[src/rtl/core/wqtbs_pkg.sv]
// ----------------------------------------------------------------------------
// wqtbs_pkg: shared types and constants of the wall quad texel band slicer
// Holds the divider widths and the status record the divider hands back.
// ----------------------------------------------------------------------------
`default_nettype none
package wqtbs_pkg;
  localparam int unsigned DvdW = 34;   // rounded numerator 2|p| + |den|
  localparam int unsigned DivW = 17;   // divisor 2|den|
  localparam int unsigned QuoW = 18;   // quotient bits produced
  localparam int unsigned CntW = 5;    // step counter width

  typedef struct packed {
    logic busy;
    logic done;
  } div_status_t;
endpackage
`default_nettype wire

[src/rtl/core/wqtbs_div.sv]
// ----------------------------------------------------------------------------
// wqtbs_div: restoring divider, one quotient bit per cycle
// Divides a 34-bit value by a 17-bit one whose quotient is known to fit 18 bits.
// ----------------------------------------------------------------------------
`default_nettype none
module wqtbs_div (
  input  logic                         clk_i,
  input  logic                         rst_ni,
  input  logic                         start_i,
  input  logic [wqtbs_pkg::DvdW-1:0]   dividend_i,
  input  logic [wqtbs_pkg::DivW-1:0]   divisor_i,
  output logic [wqtbs_pkg::QuoW-1:0]   quot_o,
  output wqtbs_pkg::div_status_t       status_o
);
  import wqtbs_pkg::*;

  logic [DivW-1:0] rem_q, rem_d;
  logic [QuoW-1:0] low_q, low_d;
  logic [QuoW-1:0] quo_q, quo_d;
  logic [DivW-1:0] dsr_q, dsr_d;
  logic [CntW-1:0] cnt_q, cnt_d;
  logic            busy_q, busy_d, done_q, done_d;
  logic [DivW:0]   rem_sh;
  logic            fits;

  assign rem_sh = {rem_q, low_q[QuoW-1]};
  assign fits   = rem_sh >= {1'b0, dsr_q};

  always_comb begin
    rem_d  = rem_q;
    low_d  = low_q;
    quo_d  = quo_q;
    dsr_d  = dsr_q;
    cnt_d  = cnt_q;
    busy_d = busy_q;
    done_d = 1'b0;
    if (start_i) begin
      // The top part of the dividend is already below the divisor.
      rem_d  = {1'b0, dividend_i[DvdW-1:QuoW]};
      low_d  = dividend_i[QuoW-1:0];
      dsr_d  = divisor_i;
      quo_d  = '0;
      cnt_d  = CntW'(QuoW);
      busy_d = 1'b1;
    end else if (busy_q) begin
      rem_d = fits ? DivW'(rem_sh - {1'b0, dsr_q}) : rem_sh[DivW-1:0];
      low_d = {low_q[QuoW-2:0], 1'b0};
      quo_d = {quo_q[QuoW-2:0], fits};
      cnt_d = cnt_q - 1'b1;
      if (cnt_q == CntW'(1)) begin
        busy_d = 1'b0;
        done_d = 1'b1;
      end
    end
  end

  always_ff @(posedge clk_i or negedge rst_ni) begin
    if (!rst_ni) begin
      cnt_q  <= '0;
      busy_q <= 1'b0;
      done_q <= 1'b0;
    end else begin
      cnt_q  <= cnt_d;
      busy_q <= busy_d;
      done_q <= done_d;
    end
  end

  always_ff @(posedge clk_i) begin
    rem_q <= rem_d;
    low_q <= low_d;
    quo_q <= quo_d;
    dsr_q <= dsr_d;
  end

  assign quot_o        = quo_q;
  assign status_o.busy = busy_q;
  assign status_o.done = done_q;
endmodule
`default_nettype wire

[src/rtl/core/wall_quad_texel_band_slicer.sv]
// ----------------------------------------------------------------------------
// wall_quad_texel_band_slicer: cuts a wall quad's texel span into row bands
// Orders and clamps the texel span, rounds it to whole rows, splits it into
// bands and interpolates the four screen Y corners of every band.
// ----------------------------------------------------------------------------
// The block takes one wall quad at a time and holds in_ready_o low until the
// last band of that wall has been taken. A quad goes through setup, then for
// every band (at most eight) a band-bounds step, four corner interpolations
// (multiply, sign handling, divide through the single shared restoring
// divider, add) and the output beat, which waits for out_ready_i. A
// degenerate span returns to idle after setup with no beat.
`default_nettype none
module wall_quad_texel_band_slicer #(
  parameter int unsigned BAND_ROWS        = 32,
  parameter int unsigned MAX_TEXTURE_ROWS = 256
) (
  input  logic               clk_i,
  input  logic               rst_ni,
  input  logic               in_valid_i,
  output logic               in_ready_o,
  input  logic signed [15:0] y_top_left_i,
  input  logic signed [15:0] y_top_right_i,
  input  logic signed [15:0] y_bot_left_i,
  input  logic signed [15:0] y_bot_right_i,
  input  logic signed [15:0] texel_top_i,
  input  logic signed [15:0] texel_bottom_i,
  input  logic        [8:0]  texture_rows_i,
  output logic               out_valid_o,
  input  logic               out_ready_i,
  output logic        [7:0]  load_row_first_o,
  output logic        [8:0]  load_row_end_o,
  output logic        [14:0] slice_t_top_o,
  output logic        [14:0] slice_t_bottom_o,
  output logic signed [15:0] slice_y_top_left_o,
  output logic signed [15:0] slice_y_bot_left_o,
  output logic signed [15:0] slice_y_top_right_o,
  output logic signed [15:0] slice_y_bot_right_o,
  output logic               last_band_o
);
  import wqtbs_pkg::*;

  localparam logic [2:0] S_IDLE  = 3'd0;
  localparam logic [2:0] S_SETUP = 3'd1;
  localparam logic [2:0] S_BAND  = 3'd2;
  localparam logic [2:0] S_MUL   = 3'd3;
  localparam logic [2:0] S_ABS   = 3'd4;
  localparam logic [2:0] S_DIV   = 3'd5;
  localparam logic [2:0] S_OUT   = 3'd6;

  logic [2:0] state_q, state_d;

  // Latched quad.
  logic signed [15:0] ytl_q, ytr_q, ybl_q, ybr_q, t0_q, t1_q;
  logic        [8:0]  trows_q;

  // Per-wall values.
  logic signed [16:0] dyl_q, dyr_q;
  logic        [14:0] lo_q, hi_q;
  logic        [8:0]  endr_q;
  logic        [15:0] md_q;
  logic               span_neg_q;

  // Per-band values.
  logic [9:0]         b0_q, b1_q;
  logic [14:0]        tt_q, tb_q;
  logic signed [16:0] numt_q, numb_q;
  logic               last_q;
  logic [2:0]         n_q;
  logic [1:0]         k_q;

  logic signed [33:0] p_q;
  logic               neg_q;
  logic signed [15:0] yo_q [4];

  // Setup combinational values.
  logic        [8:0]  rows_c;
  logic signed [16:0] lo_s, hi_s, lo_c, hi_c, rows64, span_c;
  logic        [15:0] hi_up;
  logic        [9:0]  endr_raw;
  logic               empty_c;

  always_comb begin
    rows_c = ({2'b0, trows_q} > 11'(MAX_TEXTURE_ROWS)) ? 9'(MAX_TEXTURE_ROWS) : trows_q;
    rows64 = {2'b0, rows_c, 6'b0};
    lo_s   = (t0_q < t1_q) ? 17'(t0_q) : 17'(t1_q);
    hi_s   = (t0_q < t1_q) ? 17'(t1_q) : 17'(t0_q);
    lo_c   = (lo_s < 0) ? '0 : lo_s;
    hi_c   = (hi_s > rows64) ? rows64 : hi_s;
    span_c = 17'(t1_q) - 17'(t0_q);
    empty_c = (rows_c == '0) || (hi_c <= lo_c) || (span_c == '0);
    hi_up  = {1'b0, hi_c[14:0]} + 16'd63;
    endr_raw = hi_up[15:6];
  end

  // Band combinational values.
  logic [9:0]  bsum, b1_c;
  logic [14:0] bt0_c, bt1_c, b0x64, b1x64;

  always_comb begin
    bsum  = b0_q + 10'(BAND_ROWS);
    b1_c  = (bsum > {1'b0, endr_q}) ? {1'b0, endr_q} : bsum;
    b0x64 = {b0_q[8:0], 6'b0};
    b1x64 = {b1_c[8:0], 6'b0};
    bt0_c = (b0x64 < lo_q) ? lo_q : b0x64;
    bt1_c = (b1x64 > hi_q) ? hi_q : b1x64;
  end

  // Interpolation operand selection: k picks the corner.
  logic signed [16:0] dy_sel, num_sel;
  logic signed [15:0] y0_sel;
  always_comb begin
    dy_sel  = k_q[1] ? dyr_q : dyl_q;
    y0_sel  = k_q[1] ? ytr_q : ytl_q;
    num_sel = k_q[0] ? numb_q : numt_q;
  end

  // Divider hookup.
  logic [33:0]        mp_c;
  logic [34:0]        nsum;
  logic               div_start;
  logic [QuoW-1:0]    quot;
  div_status_t        div_st;
  logic signed [18:0] ysum;

  assign mp_c      = p_q[33] ? 34'(-p_q) : 34'(p_q);
  assign nsum      = {mp_c, 1'b0} + 35'(md_q);
  assign div_start = (state_q == S_ABS);
  assign ysum      = 19'(y0_sel) + (neg_q ? -$signed({1'b0, quot}) : $signed({1'b0, quot}));

  wqtbs_div u_div (
    .clk_i      (clk_i),
    .rst_ni     (rst_ni),
    .start_i    (div_start),
    .dividend_i (nsum[DvdW-1:0]),
    .divisor_i  ({md_q, 1'b0}),
    .quot_o     (quot),
    .status_o   (div_st)
  );

  always_comb begin
    state_d = state_q;
    case (state_q)
      S_IDLE:  if (in_valid_i) state_d = S_SETUP;
      S_SETUP: state_d = empty_c ? S_IDLE : S_BAND;
      S_BAND:  state_d = S_MUL;
      S_MUL:   state_d = S_ABS;
      S_ABS:   state_d = S_DIV;
      S_DIV:   if (div_st.done) state_d = (k_q == 2'd3) ? S_OUT : S_MUL;
      S_OUT:   if (out_ready_i) state_d = last_q ? S_IDLE : S_BAND;
      default: state_d = S_IDLE;
    endcase
  end

  always_ff @(posedge clk_i or negedge rst_ni) begin
    if (!rst_ni) begin
      state_q <= S_IDLE;
      b0_q    <= '0;
      endr_q  <= '0;
      n_q     <= '0;
      k_q     <= '0;
    end else begin
      state_q <= state_d;
      case (state_q)
        S_SETUP: begin
          b0_q   <= {1'b0, lo_c[14:6]};
          endr_q <= (endr_raw > {1'b0, rows_c}) ? rows_c : endr_raw[8:0];
          n_q    <= '0;
        end
        S_BAND:  k_q <= '0;
        S_DIV:   if (div_st.done) k_q <= k_q + 2'd1;
        S_OUT: begin
          if (out_ready_i && !last_q) begin
            b0_q <= b1_q;
            n_q  <= n_q + 3'd1;
          end
        end
        default: ;
      endcase
    end
  end

  always_ff @(posedge clk_i) begin
    if (state_q == S_IDLE && in_valid_i) begin
      ytl_q   <= y_top_left_i;
      ytr_q   <= y_top_right_i;
      ybl_q   <= y_bot_left_i;
      ybr_q   <= y_bot_right_i;
      t0_q    <= texel_top_i;
      t1_q    <= texel_bottom_i;
      trows_q <= texture_rows_i;
    end
    if (state_q == S_SETUP) begin
      dyl_q      <= 17'(ybl_q) - 17'(ytl_q);
      dyr_q      <= 17'(ybr_q) - 17'(ytr_q);
      lo_q       <= lo_c[14:0];
      hi_q       <= hi_c[14:0];
      md_q       <= span_c[16] ? 16'(-span_c) : span_c[15:0];
      span_neg_q <= span_c[16];
    end
    if (state_q == S_BAND) begin
      b1_q   <= b1_c;
      tt_q   <= span_neg_q ? bt1_c : bt0_c;
      tb_q   <= span_neg_q ? bt0_c : bt1_c;
      numt_q <= $signed({2'b0, (span_neg_q ? bt1_c : bt0_c)}) - 17'(t0_q);
      numb_q <= $signed({2'b0, (span_neg_q ? bt0_c : bt1_c)}) - 17'(t0_q);
      last_q <= (b1_c >= {1'b0, endr_q}) || (n_q == 3'd7);
    end
    if (state_q == S_MUL) p_q <= dy_sel * num_sel;
    if (state_q == S_ABS) neg_q <= p_q[33] ^ span_neg_q;
    if (state_q == S_DIV && div_st.done) yo_q[k_q] <= ysum[15:0];
  end

  assign in_ready_o          = (state_q == S_IDLE);
  assign out_valid_o         = (state_q == S_OUT);
  assign load_row_first_o    = b0_q[7:0];
  assign load_row_end_o      = b1_q[8:0];
  assign slice_t_top_o       = tt_q;
  assign slice_t_bottom_o    = tb_q;
  assign slice_y_top_left_o  = yo_q[0];
  assign slice_y_bot_left_o  = yo_q[1];
  assign slice_y_top_right_o = yo_q[2];
  assign slice_y_bot_right_o = yo_q[3];
  assign last_band_o         = last_q;
endmodule
`default_nettype wire

[config.mk]
export PLATFORM = sky130hd
export DESIGN_NAME = wall_quad_texel_band_slicer
export DESIGN_NICKNAME = d
export VERILOG_FILES = /design/src/rtl/core/wqtbs_pkg.sv /design/src/rtl/core/wqtbs_div.sv /design/src/rtl/core/wall_quad_texel_band_slicer.sv
export SDC_FILE = /design/constraint.sdc
export NUM_CORES = 2
export LEC_CHECK = 0
export BUFFER_PORTS_ARGS = -buffer_cell sky130_fd_sc_hd__buf_2
export CELL_PAD_IN_SITES_DETAIL_PLACEMENT = 0
export CELL_PAD_IN_SITES_GLOBAL_PLACEMENT = 1
export CORE_MARGIN = 5
export CORE_UTILIZATION = 50
export DETAILED_ROUTE_END_ITERATION = 7
export PLACE_DENSITY = 0.87
export REMOVE_ABC_BUFFERS = 1
export SLEW_MARGIN = 20
export SYNTH_ARGS = -nofsm -noshare
export SYNTH_HDL_FRONTEND = slang
export SYNTH_SLANG_ARGS = --single-unit
[constraint.sdc]
create_clock -name clk_i -period 10.9 [get_ports clk_i]
set_clock_uncertainty 0.15 [all_clocks]
set_input_delay 0.545 -clock clk_i [delete_from_list [all_inputs] [get_ports clk_i]]
set_output_delay 0.545 -clock clk_i [all_outputs]
set_load 0.1 [all_outputs]
==> results.tsv <==
stage	metric	value	unit
run_status	status	finished, final reports clean	
yosys	synth_most_common_cell	inv_1	
worst_setup_path	cp-end-kind	flop	
grt	grt_max_degree	83	
yosys	ys_top_cells_by_count	494 x inv_1, 410 x edfxtp_1, 372 x nand2_1, 304 x fa_1, 291 x ha_1	
detailed_routing	drt-initial-drc-count	2228	
placement	placedCellCount	4732	
yosys	synthFlopType	edfxtp_1	
grt	grt_overflow	0	
sta	worst_pin_slew	1.222	ns
run	drv_cap	0	
yosys	ys_top_cells_by_area	edfxtp_1 33%, fa_1 16%, ha_1 9.8%	
yosys	synth.top_cell.area_share	33.07	%
clocking	clock-sinks	461	
clocking	cts_max_level	2	
yosys	synthArstFlopShare	7.375	%
final_layout	fin_cells	4938	
detailed_routing	wl_per_cell	21.43	um
detailed_routing	ant_nets	0	
detailed_routing	first_pass_iters	5	
sta	fmax	114.4	MHz
yosys	synth_cell_type_count	89	
floorplan	core	74200	sq um
clocking	clk_pin_slew_worst_paths	0.06	ns
placement	routabilityCongestion	0.9497	
sta	slew_violations	0	
grt	antenna_found_initial	2	
detailed_routing	num_vias	27840	
placement	port_buffers	222	
sta	setup_viol	0	
final_layout	nNetsFinal	4626	
worst_setup_path	crit_path_frequent_cell	o21a_1	
sta	slew-limit-headroom	16.17	%
grt	grt_pass1_wl	164.2	mm
worst_setup_path	required	11.25	ns
grt	grt_pass1_vias	28630	
floorplan	core.rowCount	100	
worst_setup_path	timing_worst_setup_path_type	reg -> reg	
detailed_routing	via_per_inst	5.638	
floorplan	die_area	80020	sq um
sta	fin_setup_tns	0	ns
yosys	synth.avg_cell_area	10.32	sq um
yosys	ys_seq_area_share	36.27	%
clocking	clock_path_buffers	3	
worst_setup_path	critPathMaxStageDelay	0.59	ns
clocking	clkLatencyLatePin	0.62	ns
yosys	yosysWarnings	0	
clocking	cts_made_buffers	53	
worst_setup_path	worst_setup_path_start_kind	flop	
sta	hold_violations	0	
yosys	synth_edf_count	410	
yosys	synth_top_cell_by_area	edfxtp_1	
yosys	ys_ff_latch	461	
sta	rsz0062_at_grt	false	
worst_setup_path	worstPathArrival	9.09	ns
detailed_routing	drc	0	
detailed_routing	totalWireLength	105.8	mm
clocking	cts_root_buf	clkbuf_16	
yosys	syn_area	37230	sq um
placement	dp_hpwl	83.39	mm
clocking	post-cts-setup-buffers	0	
floorplan	start_util	50.18	%
worst_setup_path	cp_max_fo	26	
sta	fin_crit_sh	80.16	%
grt	grt_usage	26.71	%
floorplan	io_pins	223	
floorplan	chipWidth	282.9	um
yosys	synthCells	3607	
final_layout	drive_gt1_share	11.14	%
sta	period_minus_slack	8.738	ns
final_layout	area_delta_synth_final	13.65	%
floorplan	die-height	282.9	um
worst_setup_path	cp_slowest_cell	o311ai_1	
hold_path	hp-class	in -> reg	
clocking	cts_tree	done	
metal layers:
metal | track usage, % | wire length, um | up-vias
met1 | 33.44 | 41550 | 13680
met2 | 45.75 | 51280 | 954
li1 | - | - | 12980
met5 | 0 | 0 | -
met4 | 12.00 | 5896 | 0
met3 | 4.500 | 7110 | 225
worst paths after layout:
check / from / slack [ns] / depth (start not counted) / end
min in group asynchronous: rst_ni / 0.34 / 2 / endr_q[2]
hold / removal: texel_top_i[0] / 0.03 / 1 / t0_q[0]
setup / recovery: t0_q[10] / 2.16 / 36 / endr_q[0]
hold reg to reg: md_q[3] / 0.32 / 0 / u_div.dsr_q[4]
max in group asynchronous: rst_ni / 9.80 / 2 / k_q[1]
setup reg to reg: t0_q[10] / 2.16 / 36 / endr_q[0]
registers in the layout (all words and copies together) (netlist names), 17 cells and up:
name and count:
u_div.rem_q 17, numt_q 17, dyl_q 17, dyr_q 17
p_q 34, u_div.low_q 18, numb_q 17, yo_q 64
kinds of logic (layout without fill, tap and decap cells):
logic type               after synthesis  count (layout)  synth area share, %
multiplexers                         124             124                3.475
adder cells (fa/ha/maj)              595             595                26.13
buffers and inverters                606             966                6.318
XOR/XNOR                             215             215                5.058
AND/OR/NAND/NOR                      996             996                12.33
other                                  1               3              0.01007
flip-flops                           461             461                36.27
AO/OA/AOI/OAI                        609             609                10.41
timing repair:
action	CTS	global route
endpoints found under the setup margin	0	0
hold buffers	103	0
gates resized for setup	0	0
endpoints found under the hold margin	135	0
critical path, delay by kind of cell, from the launching register on:
kind | cells | cell delay (ns)
and+or+nand+nor | 6 | 0.97
xor gates and xnor gates | 1 | 0.26
AOI/OAI and AO/OA | 17 | 3.67
buffers and inverters | 5 | 0.90
DFF | 1 | 0.46
adders and majority gates | 4 | 1.37
muxes | 3 | 0.84
area by class of cell:
cell class                 instances  area, sq um
antenna                            2        5.005
clock buffer                      69         1416
clock inverter                    31        400.4
fill                            6356        31880
inverter                         497         1867
multi-input combinational       2540        21420
sequential                       461        13500
tap                              969         1212
timing repair buffer             369         2489
stage by stage:
stage          hold slack, ns  cell area, sq um  utilization, %  setup slack, ns
6_report              0.03415             42310           57.03            2.162
5_1_grt              0.009199             42310           57.03            1.524
4_1_cts               0.01249             42280           56.99            2.215
3_5_place_dp           0.2935             39430           53.15            2.257
3_3_place_gp           0.3001             39420           53.13            2.301
2_1_floorplan         0.09941             36740               -            2.330
layout by cell type, fill, tap and decap left out, types with 12 or more instances in the layout:
master	netlist	layout
or3_1	27	27
a21o_1	34	34
nand2b_1	29	29
clkbuf_16	0	53
nand2_1	372	372
inv_1	494	493
o211ai_1	13	13
xnor2_1	157	157
nand3_1	68	68
or2_2	17	17
xor2_1	58	58
dfrtp_1	34	33
a221oi_1	17	17
clkbuf_1	72	13
nor3_1	60	59
buf_4	17	42
dlygate4sd3_1	0	103
a21oi_1	155	155
buf_2	5	222
ha_1	291	291
a31oi_1	14	12
fa_1	304	304
o21ai_0	160	160
edfxtp_1	410	410
mux2i_1	82	81
dfxtp_1	17	17
nor2b_1	35	35
o21ai_1	12	12
nor2_1	285	283
o21a_1	43	43
mux2_2	42	42
o31ai_1	36	36
and3_1	12	12
a211oi_1	16	16
and2_1	19	18
nand4_1	23	23
o21bai_1	15	15
Power is not shown: default switching activity piles up to over one toggle a cycle in this logic, so the estimate is an artifact.
